### src/cbc_pkg.sv
package cbc_pkg;

    localparam int CELLS    = 6;
    localparam int CELL_W   = 23;
    localparam int TOTAL_W  = 26;
    localparam int TARGET_W = 25;
    localparam int THRESH_W = 20;
    localparam int OP_W     = 3;
    localparam int MODE_W   = 3;

    localparam logic [OP_W-1:0] OP_MEAS  = 3'd0;
    localparam logic [OP_W-1:0] OP_START = 3'd1;
    localparam logic [OP_W-1:0] OP_STOP  = 3'd2;
    localparam logic [OP_W-1:0] OP_END   = 3'd3;
    localparam logic [OP_W-1:0] OP_INIT  = 3'd4;

    localparam logic [MODE_W-1:0] M_INIT      = 3'd0;
    localparam logic [MODE_W-1:0] M_IDLE      = 3'd1;
    localparam logic [MODE_W-1:0] M_CHARGING  = 3'd2;
    localparam logic [MODE_W-1:0] M_BALANCING = 3'd3;
    localparam logic [MODE_W-1:0] M_COMPLETE  = 3'd4;
    localparam logic [MODE_W-1:0] M_SLEEP     = 3'd5;
    localparam logic [MODE_W-1:0] M_ERROR     = 3'd6;

    localparam logic CFG_TARGET = 1'b0;
    localparam logic CFG_THRESH = 1'b1;

    typedef logic [CELL_W-1:0] t_cell;
    typedef t_cell [CELLS-1:0] t_cell_vec;

    typedef struct packed {
        logic [TOTAL_W-1:0] total;
        logic [CELL_W-1:0]  spread;
        logic [CELLS-1:0]   over_mask;
    } t_stats;

    typedef struct packed {
        logic [MODE_W-1:0]  charge_state;
        logic               contactor_on;
        logic [CELLS-1:0]   bleed_mask;
        logic [TOTAL_W-1:0] pack_total_uv;
        logic [CELL_W-1:0]  cell_spread_uv;
        logic               rejected;
    } t_result;

endpackage

### src/cbc_if.sv
interface cbc_req_if;
    import cbc_pkg::*;
    logic              valid;
    logic              ready;
    logic [OP_W-1:0]   op;
    logic              ok;
    logic [CELL_W-1:0] cell_0;
    logic [CELL_W-1:0] cell_1;
    logic [CELL_W-1:0] cell_2;
    logic [CELL_W-1:0] cell_3;
    logic [CELL_W-1:0] cell_4;
    logic [CELL_W-1:0] cell_5;

    modport source (
        output valid, op, ok, cell_0, cell_1, cell_2, cell_3, cell_4, cell_5,
        input  ready
    );
    modport sink (
        input  valid, op, ok, cell_0, cell_1, cell_2, cell_3, cell_4, cell_5,
        output ready
    );
endinterface

interface cbc_rsp_if;
    import cbc_pkg::*;
    logic               valid;
    logic               ready;
    logic [MODE_W-1:0]  charge_state;
    logic               contactor_on;
    logic [CELLS-1:0]   bleed_mask;
    logic [TOTAL_W-1:0] pack_total_uv;
    logic [CELL_W-1:0]  cell_spread_uv;
    logic               rejected;

    modport source (
        output valid, charge_state, contactor_on, bleed_mask, pack_total_uv,
               cell_spread_uv, rejected,
        input  ready
    );
    modport sink (
        input  valid, charge_state, contactor_on, bleed_mask, pack_total_uv,
               cell_spread_uv, rejected,
        output ready
    );
endinterface

### src/cbc_stats.sv
module cbc_stats
    import cbc_pkg::*;
(
    input  t_cell_vec             i_cell,
    input  logic [THRESH_W-1:0]   i_thresh,
    output t_stats                o_stats
);

    logic [TOTAL_W-1:0] sum;
    t_cell              mn;
    t_cell              mx;
    t_cell              diff;
    logic [CELLS-1:0]   mask;

    always_comb begin
        sum = '0;
        mn  = i_cell[0];
        mx  = i_cell[0];
        for (int i = 0; i < CELLS; i++) begin
            sum = sum + TOTAL_W'(i_cell[i]);
            if (i_cell[i] < mn) begin
                mn = i_cell[i];
            end
            if (i_cell[i] > mx) begin
                mx = i_cell[i];
            end
        end
    end

    always_comb begin
        mask = '0;
        diff = '0;
        for (int i = 0; i < CELLS; i++) begin
            diff    = i_cell[i] - mn;
            mask[i] = diff > CELL_W'(i_thresh);
        end
    end

    assign o_stats.total     = sum;
    assign o_stats.spread    = mx - mn;
    assign o_stats.over_mask = mask;

endmodule

### src/cbc_seq.sv
module cbc_seq
    import cbc_pkg::*;
(
    input  logic                i_clk,
    input  logic                i_rst_n,
    input  logic                i_adv,
    input  logic [OP_W-1:0]     i_op,
    input  logic                i_ok,
    input  t_stats              i_stats,
    input  logic [TARGET_W-1:0] i_target,
    input  logic [THRESH_W-1:0] i_thresh,
    output t_result             o_result
);

    logic [MODE_W-1:0] r_mode;
    logic [MODE_W-1:0] n_mode;
    logic              r_contactor;
    logic              n_contactor;
    logic [CELLS-1:0]  r_bleed;
    logic [CELLS-1:0]  n_bleed;
    logic              r_hw_ready;
    logic              n_hw_ready;
    logic              rejected;
    logic              at_target;
    logic              wide_spread;
    logic              active;

    assign at_target   = i_stats.total >= TOTAL_W'(i_target);
    assign wide_spread = i_stats.spread > CELL_W'(i_thresh);
    assign active      = r_hw_ready && (r_mode == M_CHARGING || r_mode == M_BALANCING);

    always_comb begin
        n_mode      = r_mode;
        n_contactor = r_contactor;
        n_bleed     = r_bleed;
        n_hw_ready  = r_hw_ready;
        rejected    = 1'b0;
        unique case (i_op)
            OP_MEAS: begin
                if (active) begin
                    if (!i_ok) begin
                        n_mode      = M_ERROR;
                        n_contactor = 1'b0;
                    end else if (r_mode == M_CHARGING) begin
                        if (at_target) begin
                            n_contactor = 1'b0;
                            if (wide_spread) begin
                                n_mode  = M_BALANCING;
                                n_bleed = i_stats.over_mask;
                            end else begin
                                n_mode  = M_COMPLETE;
                                n_bleed = '0;
                            end
                        end
                    end else if (!wide_spread) begin
                        n_bleed = '0;
                        if (!at_target) begin
                            n_mode      = M_CHARGING;
                            n_contactor = 1'b1;
                        end else begin
                            n_mode = M_COMPLETE;
                        end
                    end
                end
            end
            OP_START: begin
                if (r_hw_ready && (r_mode == M_IDLE || r_mode == M_COMPLETE)) begin
                    n_mode      = M_CHARGING;
                    n_contactor = 1'b1;
                end else begin
                    rejected = 1'b1;
                end
            end
            OP_STOP: begin
                n_contactor = 1'b0;
                n_bleed     = '0;
                n_mode      = M_IDLE;
            end
            OP_END: begin
                if (r_hw_ready) begin
                    n_contactor = 1'b0;
                    n_bleed     = '0;
                    n_mode      = i_ok ? M_SLEEP : M_ERROR;
                end else begin
                    rejected = 1'b1;
                end
            end
            OP_INIT: begin
                if (r_mode == M_INIT && !r_hw_ready) begin
                    if (i_ok) begin
                        n_hw_ready = 1'b1;
                        n_mode     = M_IDLE;
                    end else begin
                        n_mode = M_ERROR;
                    end
                end else begin
                    rejected = 1'b1;
                end
            end
            default: begin
                rejected = 1'b1;
            end
        endcase
    end

    always_ff @(posedge i_clk) begin
        if (!i_rst_n) begin
            r_mode      <= M_INIT;
            r_contactor <= 1'b0;
            r_bleed     <= '0;
            r_hw_ready  <= 1'b0;
        end else if (i_adv) begin
            r_mode      <= n_mode;
            r_contactor <= n_contactor;
            r_bleed     <= n_bleed;
            r_hw_ready  <= n_hw_ready;
        end
    end

    always_comb begin
        o_result.charge_state   = n_mode;
        o_result.contactor_on   = n_contactor;
        o_result.bleed_mask     = n_bleed;
        o_result.rejected       = rejected;
        o_result.pack_total_uv  = '0;
        o_result.cell_spread_uv = '0;
        if (i_op == OP_MEAS && i_ok) begin
            o_result.pack_total_uv  = i_stats.total;
            o_result.cell_spread_uv = i_stats.spread;
        end
    end

endmodule

### src/charge_balance_controller.sv
// Charge and balance sequencer, one request or measurement per cycle while
// the response side is ready. A request passes an input register, then a
// result register after one pass of cell statistics and mode update.
// A stalled result register holds the input register, and i_req.ready
// follows o_rsp.ready in the same cycle while both registers are full. Reset
// (synchronous, active low) sets mode init, contactor open, no bleed, not
// initialized, and config to defaults.
module charge_balance_controller
    import cbc_pkg::*;
(
    input  logic                i_clk,
    input  logic                i_rst_n,
    cbc_req_if.sink             i_req,
    cbc_rsp_if.source           o_rsp,
    input  logic                i_cfg_we,
    input  logic                i_cfg_idx,
    input  logic [TARGET_W-1:0] i_cfg_data
);

    logic [TARGET_W-1:0] r_target;
    logic [THRESH_W-1:0] r_thresh;

    logic              r_s1_valid;
    logic [OP_W-1:0]   r_s1_op;
    logic              r_s1_ok;
    t_cell_vec         r_s1_cell;

    logic              r_out_valid;
    t_result           r_out;

    logic              s2_take;
    logic              s1_load;
    t_stats            stats;
    t_result           result;

    assign s2_take     = r_s1_valid && (!r_out_valid || o_rsp.ready);
    assign i_req.ready = !r_s1_valid || s2_take;
    assign s1_load     = i_req.valid && i_req.ready;

    always_ff @(posedge i_clk) begin
        if (!i_rst_n) begin
            r_target <= TARGET_W'(21000000);
            r_thresh <= THRESH_W'(10000);
        end else if (i_cfg_we) begin
            unique case (i_cfg_idx)
                CFG_TARGET: r_target <= i_cfg_data;
                CFG_THRESH: r_thresh <= i_cfg_data[THRESH_W-1:0];
                default:    r_target <= r_target;
            endcase
        end
    end

    always_ff @(posedge i_clk) begin
        if (!i_rst_n) begin
            r_s1_valid <= 1'b0;
        end else if (i_req.ready) begin
            r_s1_valid <= i_req.valid;
        end
    end

    always_ff @(posedge i_clk) begin
        if (s1_load) begin
            r_s1_op      <= i_req.op;
            r_s1_ok      <= i_req.ok;
            r_s1_cell[0] <= i_req.cell_0;
            r_s1_cell[1] <= i_req.cell_1;
            r_s1_cell[2] <= i_req.cell_2;
            r_s1_cell[3] <= i_req.cell_3;
            r_s1_cell[4] <= i_req.cell_4;
            r_s1_cell[5] <= i_req.cell_5;
        end
    end

    cbc_stats u_stats (
        .i_cell   (r_s1_cell),
        .i_thresh (r_thresh),
        .o_stats  (stats)
    );

    cbc_seq u_seq (
        .i_clk    (i_clk),
        .i_rst_n  (i_rst_n),
        .i_adv    (s2_take),
        .i_op     (r_s1_op),
        .i_ok     (r_s1_ok),
        .i_stats  (stats),
        .i_target (r_target),
        .i_thresh (r_thresh),
        .o_result (result)
    );

    always_ff @(posedge i_clk) begin
        if (!i_rst_n) begin
            r_out_valid <= 1'b0;
        end else if (s2_take) begin
            r_out_valid <= 1'b1;
        end else if (o_rsp.ready) begin
            r_out_valid <= 1'b0;
        end
    end

    always_ff @(posedge i_clk) begin
        if (s2_take) begin
            r_out <= result;
        end
    end

    assign o_rsp.valid          = r_out_valid;
    assign o_rsp.charge_state   = r_out.charge_state;
    assign o_rsp.contactor_on   = r_out.contactor_on;
    assign o_rsp.bleed_mask     = r_out.bleed_mask;
    assign o_rsp.pack_total_uv  = r_out.pack_total_uv;
    assign o_rsp.cell_spread_uv = r_out.cell_spread_uv;
    assign o_rsp.rejected       = r_out.rejected;

endmodule
### src/flat_wrapper.sv
// flat-port wrapper written by rule: the top's interface ports become plain ports
module charge_balance_controller_flat import cbc_pkg::*;
  (i_clk, i_rst_n, i_cfg_we, i_cfg_idx, i_cfg_data, i_req_valid, i_req_op, i_req_ok, i_req_cell_0, i_req_cell_1, i_req_cell_2, i_req_cell_3, i_req_cell_4, i_req_cell_5, i_req_ready, o_rsp_valid, o_rsp_charge_state, o_rsp_contactor_on, o_rsp_bleed_mask, o_rsp_pack_total_uv, o_rsp_cell_spread_uv, o_rsp_rejected, o_rsp_ready);
  cbc_req_if i_req_i ();
  cbc_rsp_if o_rsp_i ();
  input  logic i_clk;
  input  logic i_rst_n;
  input  logic i_cfg_we;
  input  logic i_cfg_idx;
  input  logic [TARGET_W-1:0] i_cfg_data;
  input wire logic [$bits(i_req_i.valid)-1:0] i_req_valid;
  input wire logic [$bits(i_req_i.op)-1:0] i_req_op;
  input wire logic [$bits(i_req_i.ok)-1:0] i_req_ok;
  input wire logic [$bits(i_req_i.cell_0)-1:0] i_req_cell_0;
  input wire logic [$bits(i_req_i.cell_1)-1:0] i_req_cell_1;
  input wire logic [$bits(i_req_i.cell_2)-1:0] i_req_cell_2;
  input wire logic [$bits(i_req_i.cell_3)-1:0] i_req_cell_3;
  input wire logic [$bits(i_req_i.cell_4)-1:0] i_req_cell_4;
  input wire logic [$bits(i_req_i.cell_5)-1:0] i_req_cell_5;
  output wire logic [$bits(i_req_i.ready)-1:0] i_req_ready;
  output wire logic [$bits(o_rsp_i.valid)-1:0] o_rsp_valid;
  output wire logic [$bits(o_rsp_i.charge_state)-1:0] o_rsp_charge_state;
  output wire logic [$bits(o_rsp_i.contactor_on)-1:0] o_rsp_contactor_on;
  output wire logic [$bits(o_rsp_i.bleed_mask)-1:0] o_rsp_bleed_mask;
  output wire logic [$bits(o_rsp_i.pack_total_uv)-1:0] o_rsp_pack_total_uv;
  output wire logic [$bits(o_rsp_i.cell_spread_uv)-1:0] o_rsp_cell_spread_uv;
  output wire logic [$bits(o_rsp_i.rejected)-1:0] o_rsp_rejected;
  input wire logic [$bits(o_rsp_i.ready)-1:0] o_rsp_ready;
  assign i_req_i.valid = i_req_valid;
  assign i_req_i.op = i_req_op;
  assign i_req_i.ok = i_req_ok;
  assign i_req_i.cell_0 = i_req_cell_0;
  assign i_req_i.cell_1 = i_req_cell_1;
  assign i_req_i.cell_2 = i_req_cell_2;
  assign i_req_i.cell_3 = i_req_cell_3;
  assign i_req_i.cell_4 = i_req_cell_4;
  assign i_req_i.cell_5 = i_req_cell_5;
  assign i_req_ready = i_req_i.ready;
  assign o_rsp_valid = o_rsp_i.valid;
  assign o_rsp_charge_state = o_rsp_i.charge_state;
  assign o_rsp_contactor_on = o_rsp_i.contactor_on;
  assign o_rsp_bleed_mask = o_rsp_i.bleed_mask;
  assign o_rsp_pack_total_uv = o_rsp_i.pack_total_uv;
  assign o_rsp_cell_spread_uv = o_rsp_i.cell_spread_uv;
  assign o_rsp_rejected = o_rsp_i.rejected;
  assign o_rsp_i.ready = o_rsp_ready;
  charge_balance_controller u_core (.i_clk(i_clk), .i_rst_n(i_rst_n), .i_req(i_req_i), .o_rsp(o_rsp_i), .i_cfg_we(i_cfg_we), .i_cfg_idx(i_cfg_idx), .i_cfg_data(i_cfg_data));
endmodule
### config.mk
export PLATFORM = sky130hd
export DESIGN_NAME = charge_balance_controller_flat
export DESIGN_NICKNAME = d
export VERILOG_FILES = /design/src/cbc_pkg.sv /design/src/cbc_if.sv /design/src/cbc_stats.sv /design/src/cbc_seq.sv /design/src/charge_balance_controller.sv /design/src/flat_wrapper.sv
export SDC_FILE = /design/constraint.sdc
export NUM_CORES = 2
export LEC_CHECK = 0
export CAP_MARGIN = 20
export CORE_ASPECT_RATIO = 0.9
export CORE_MARGIN = 4
export CORE_UTILIZATION = 40
export CTS_CLUSTER_SIZE = 20
export DETAILED_ROUTE_END_ITERATION = 10
export DONT_BUFFER_PORTS = 1
export HOLD_SLACK_MARGIN = 0.1
export SETUP_SLACK_MARGIN = 0.2
export SLEW_MARGIN = 10
export SYNTH_ARGS = -nofsm -noshare
export SYNTH_HDL_FRONTEND = slang
export SYNTH_HIERARCHICAL = 1
export SYNTH_SLANG_ARGS = --single-unit
### constraint.sdc
create_clock -name i_clk -period 27.9 [get_ports i_clk]
set_input_delay 5.58 -clock i_clk [delete_from_list [all_inputs] [get_ports i_clk]]
set_output_delay 5.58 -clock i_clk [all_outputs]
set_load 0.03 [all_outputs]
Word-level counts from Yosys, hierarchy flattened
Cells that the tools add are included.
{"block": "op_classes", "n_addsub": 12, "n_lt_le_gt_ge": 18, "n_eq_ne": 8, "muxes": 46, "n_bitwise": 1, "n_reduce_logical": 20}
{"op": "2-to-1 mux 23 bit", "count": 10}
{"op": "greater-than comparator 23 x 20 -> 1 bit", "count": 7}
{"op": "subtractor 23 bit", "count": 7}
{"op": "greater-than comparator 23 bit", "count": 5}
{"op": "less-than comparator 23 bit", "count": 5}
{"op": "adder 26 x 23 -> 26 bit", "count": 2}
{"op": "2-to-1 mux 6 bit", "count": 7}
{"op": "2-to-1 mux 3 bit", "count": 11}
{"op": "adder 25 x 23 -> 26 bit", "count": 1}
{"op": "greater-or-equal comparator 26 x 25 -> 1 bit", "count": 1}
{"op": "adder 24 x 23 -> 25 bit", "count": 1}
{"op": "adder 23 x 23 -> 24 bit", "count": 1}
{"op": "one-hot mux 6 bit (3 select lines)", "count": 1}
{"op": "one-hot mux 3 bit (5 select lines)", "count": 1}
{"op": "2-to-1 mux 1 bit", "count": 13}
{"op": "== test 3 x 2 -> 1 bit, second input constant", "count": 4}
{"op": "one-hot mux 1 bit (4 select lines)", "count": 2}
{"op": "== test 3 x 1 -> 1 bit, second input constant", "count": 2}
{"op": "== test 3 bit, second input constant", "count": 2}
{"op": "logical AND 1 bit", "count": 6}
{"op": "zero test 3 bit", "count": 2}
{"op": "logical OR 1 bit", "count": 4}
{"op": "AND reduction 2 bit", "count": 2}
{"op": "AND reduction 4 bit", "count": 1}
{"op": "other kinds (5)", "count": 7}
{"block": "word_totals", "reg_bits": 260, "inputBits": 173, "output_inout_bits": 62, "elab_cells": 127}

Longest topological paths before layout
{"block": "logic_depth", "ltp_word": 18, "ltp_mapped": 96, "depth_no_buf": 88}

Hierarchy
The synthesis kept the hierarchy.
{"module": "cbc_stats", "instances": 1, "cells_each": 2784, "area_per_inst_um2": 20928.8, "seq_area_each_um2": 0.0}
{"module": "charge_balance_controller", "instances": 1, "cells_each": 398, "area_per_inst_um2": 7935.1, "seq_area_each_um2": 7006.7}
{"module": "cbc_seq", "instances": 1, "cells_each": 394, "area_per_inst_um2": 2645.0, "seq_area_each_um2": 220.2}

Worst setup path after synthesis
Ideal clock, no wire load.
{"block": "synth_path", "kind": "register to register", "start": "register u_core/r_s1_cell[8] (netlist name)", "end": "register u_core.r_out, in the netlist u_core/o_rsp.bleed_mask[4], data pin", "setup_time_ns": 0.263, "t_arrival_ns": 19.166, "t_required_ns": 27.637, "path_slack_ns": 8.471, "path_stages_with_launch": 87, "path_buffers": 14, "period_less_slack_ns": 19.429, "cell_sequence": "edfxtp_1 clkbuf_1 inv_1 ha_1 a21oi_1 o21ai_0 a222oi_1 nand3_2 clkbuf_1 buf_1 mux2i_1 ha_1 o21ai_0 o211ai_1 nand2_1 o31ai_1 o211ai_1 a22o_2 [... 51 more ...] a221oi_1 nor2_1 o311ai_1 maj3_1 a21oi_1 a21o_1 a21o_1 a21o_1 a21oi_1 xnor2_1 ha_1 nand4_1 or4_1 nor3_1 o221ai_1 or4_1 a211oi_1 o21ai_0"}
{"item": "from (decl)", "line_no": "charge_balance_controller.sv:26", "text": "t_cell_vec r_s1_cell;"}
{"item": "to (signal assigned)", "line_no": "charge_balance_controller.sv:104", "text": "r_out <= result;"}
{"item": "to (decl)", "line_no": "charge_balance_controller.sv:29", "text": "t_result r_out;"}

==> summary.txt <==
row cnt - 97
CP endpoint kind - flip-flop
post-synthesis mux area share - 4.567%
CTS Root Cell - clkbuf_16
Placed Cells - 4,533
vias per cell - 6.004
maximum root-to-sink buffer count - 3
Crit Path Max Fanout - 34
final period utilization - 77.67%
share of total power in combinational logic - 76.1%
Buf/Inv on CP - 6
Tmin final - 21,670 ps
CP max-delay cell - nand3_2
sequential share of power - 12.7%
port bufs - 0
I/O pin count - 235
Cells after Synth - 3,576
Post-Route WL - 112,100 um
CP arrival - 22,070 ps
startpoint types - flip-flop
Post-synth ARST share - 0%
drt pass-1 iters - 6
Synth Cell Area - 0.03151 mm^2
WS Path Type - reg -> reg
Die Footprint - 0.08333 mm^2
postcts setup bufs - 0
ANT nets after route - 0
cell with the most instances on the worst path - o21a_1
NumNets Final - 4,273
Synth-to-Final Area Change - 6.897%
Hold-fix buffers, CTS - 0
net switching power figure - 2060 uW
DRT iter0 DRCs - 2,978
pwr dens - 117.6 mW/mm^2
Die Width - 303.8 um
Final Worst Setup Slack - 6229 ps
clock share of power - 11.1%
Final Non-Filler Cells - 4,590
R2R Setup Slk - 6230 ps
TritonCTS Sinks - 260
fmax - 0.04614 GHz
Synth Area in Simple Gates - 14.83%
Hold Crit Class - reg -> reg
Hold Vio Cnt, Final - 0
Reg clk slew, reported paths - 60 ps
Worst path max stage delay - 890 ps
dpl ws - 6179 ps
Synth Register Bits - 260
sequential cell area - 0.007227 mm^2
Die Y-Extent - 274.3 um
EDFF count, synth - 202
vias - 27,560
Worst VDD drop - 0.07079 mV
sequential share of the synthesized area - 22.94%
initial cell density of the core - 40.44%
Slew Limit Fails - 0
GRT overflow - 0
post-synthesis cell type count - 105
Routed wire per std cell - 24.42 um
max-cap violations - 0
Main synth FF type - edfxtp_1
largest net degree at the start of global routing - 79
gr usage total - 25.66%
P_int - 1903 uW
clock skew - 50.04 ps
CTS tree - done
Synth Area in Compound Gates - 20.18%
Top delay family on crit path - compound AO/OA/AOI/OAI gates
share of cells above drive strength 1 - 5.155%
RSZ-0062 raised after global routing - false
Mean Syn Cell Area - 8.811 um^2
adder-cell share of the synthesized area - 25.88%
area of the core - 0.07792 mm^2
slew margin rel. - 33.64%
Final GP Congestion - 0.9625
initial antenna violation count - 3
first-pass GRT wire length - 162,900 um
Filler Cells Inserted - 7,740
H-tree Lvls - 1
grt met2 use - 37.74%
busiest grt layer - met1
vias in the first global route - 25,260
Skew-Pair Late Insertion Delay - 650 ps
Total Power - 3963 uW
outcome - completed
multi-input logic area - 0.02260 mm^2
met3 Use GR - 5.530%
yosys warns - 6
largest family of logic cells by synthesized area - adder cells
DRC viols - 0
Final Setup Violations - 0
post-route setup TNS - 0 ps
Slew @ Worst Pin - 995.3 ps
CTS buffer count - 29
Synth Area in XOR/XNOR - 6.171%
sw frac - 51.98%
hpwl dp - 92,340 um
Syn Nets - 4,322
PostCTS Resize Cnt - 0
CP required - 28,300 ps
Leak Pwr - 0.01469 uW
met1 Resource Use GR - 38.52%
==> synthesized netlist by cell type (25+ instances only) <==
library cell / count / area share [%]
edfxtp_1: 202 / 19
ha_1: 481 / 19
and2_1: 25 / 0.50
a21oi_1: 287 / 4.6
o21ai_0: 215 / 3.4
nand2_1: 255 / 3.0
nand4_1: 69 / 1.4
nand2b_1: 43 / 0.85
o21a_1: 43 / 1.0
dfxtp_1: 58 / 3.7
inv_1: 305 / 3.6
nor2_1: 211 / 2.5
fa_1: 92 / 5.8
xnor2_1: 184 / 5.1
xor2_1: 38 / 1.1
a21o_1: 122 / 2.9
a31oi_1: 29 / 0.58
nor3_1: 45 / 0.71
nand3_1: 73 / 1.2
o211ai_1: 42 / 1.0
a211oi_1: 32 / 0.76
mux2i_1: 121 / 3.8
maj3_1: 26 / 0.83
nor2b_1: 39 / 0.77
clkbuf_1: 69 / 0.82
and3_1: 67 / 1.3
==> stage by stage <==
| step | util (%) | instance area (um^2) | hold WS, ps |
|---|---|---|---|
| floorplan | - | 31510 | 434.7 |
| global placement | 41.79 | 32560 | 443.6 |
| CTS | 43.18 | 33650 | 458.9 |
| global route | 43.23 | 33680 | 481.6 |
| detailed placement | 41.79 | 32560 | 449.8 |
| finish | 43.23 | 33680 | 460.4 |
==> routing by layer <==
metal | vias to the layer above | part of all wire, %
met1 | 13250 | 47
li1 | 12990 | -
met2 | 1214 | 41
met3 | 110 | 9.4
met5 | - | 0
met4 | 0 | 2.2
==> cells by family (layout without fill, tap and decap cells) <==
group	count (synthesis)	after routing
buf+inv	428	402
flops	260	260
fa+ha+maj	602	602
other cells	0	1
xor+xnor	222	222
simple gates	937	937
compound gates	986	986
mux	141	141
==> tightest hold or removal path: cells and delay by family (launching register included) <==
kind / cells / cell delay (ps)
AND/OR/NAND/NOR: 1 / 50
multiplexers: 1 / 50
flip-flops: 1 / 310
==> layout make-up <==
class	instances	share of cell area, %
diodes	1	0.007429
multi-input cells	2888	67.10
clock inverters	21	0.9287
inverters	311	3.481
repair buffers	37	0.8767
flip-flops and latches	260	21.46
clock buffers	33	2.292
well taps	1039	3.860
==> final timing paths <==
kind / start / end / cells after the start
hold reg to reg: u_core/r_target[19] / u_core/r_target[19] / 2
hold / removal: u_core/r_target[19] / u_core/r_target[19] / 2
setup / recovery: u_core/r_s1_cell[8] / u_core/o_rsp.charge_state[0] / 85
setup reg to reg: u_core/r_s1_cell[8] / u_core/o_rsp.charge_state[0] / 85
==> power by group through the flow <==
stage          Combinational [uW]  Sequential, uW  Clock, uW
2_1_floorplan                2140             491          0
3_3_place_gp                 2920             512          0
3_5_place_dp                 2930             513          0
4_1_cts                      2950             504        458
5_1_grt                      3330             508        471
6_report                     3020             505        441
==> registers in the layout, indices dropped and copies added (netlist names), 3 cells and up <==
name and count:
u_core/r_s1_op 3, u_core/o_rsp.bleed_mask 6, u_core/o_rsp.pack_total_uv 26, u_core/u_seq/r_mode 3, u_core/r_target 25, u_core/o_rsp.charge_state 3, u_core/o_rsp.cell_spread_uv 23, u_core/r_s1_cell 138
u_core/u_seq/r_bleed 6, u_core/r_thresh 20
==> layout by cell type, fill, tap and decap left out, types with 32 or more instances in the layout <==
master	Yosys	final
inv_1	305	305
nand2_1	255	255
nand4_1	69	69
a21o_1	122	122
nor2b_1	39	38
and3_1	67	67
a21oi_1	287	286
nand3_1	73	73
o211ai_1	42	42
buf_4	7	35
nor2_1	211	210
nand2b_1	43	43
fa_1	92	92
mux2i_1	121	121
dfxtp_1	58	58
ha_1	481	481
o21ai_0	215	215
xnor2_1	184	184
nor3_1	45	44
xor2_1	38	38
o21a_1	43	43
a211oi_1	32	32
edfxtp_1	202	202
Power figures use the tool's default switching activity.
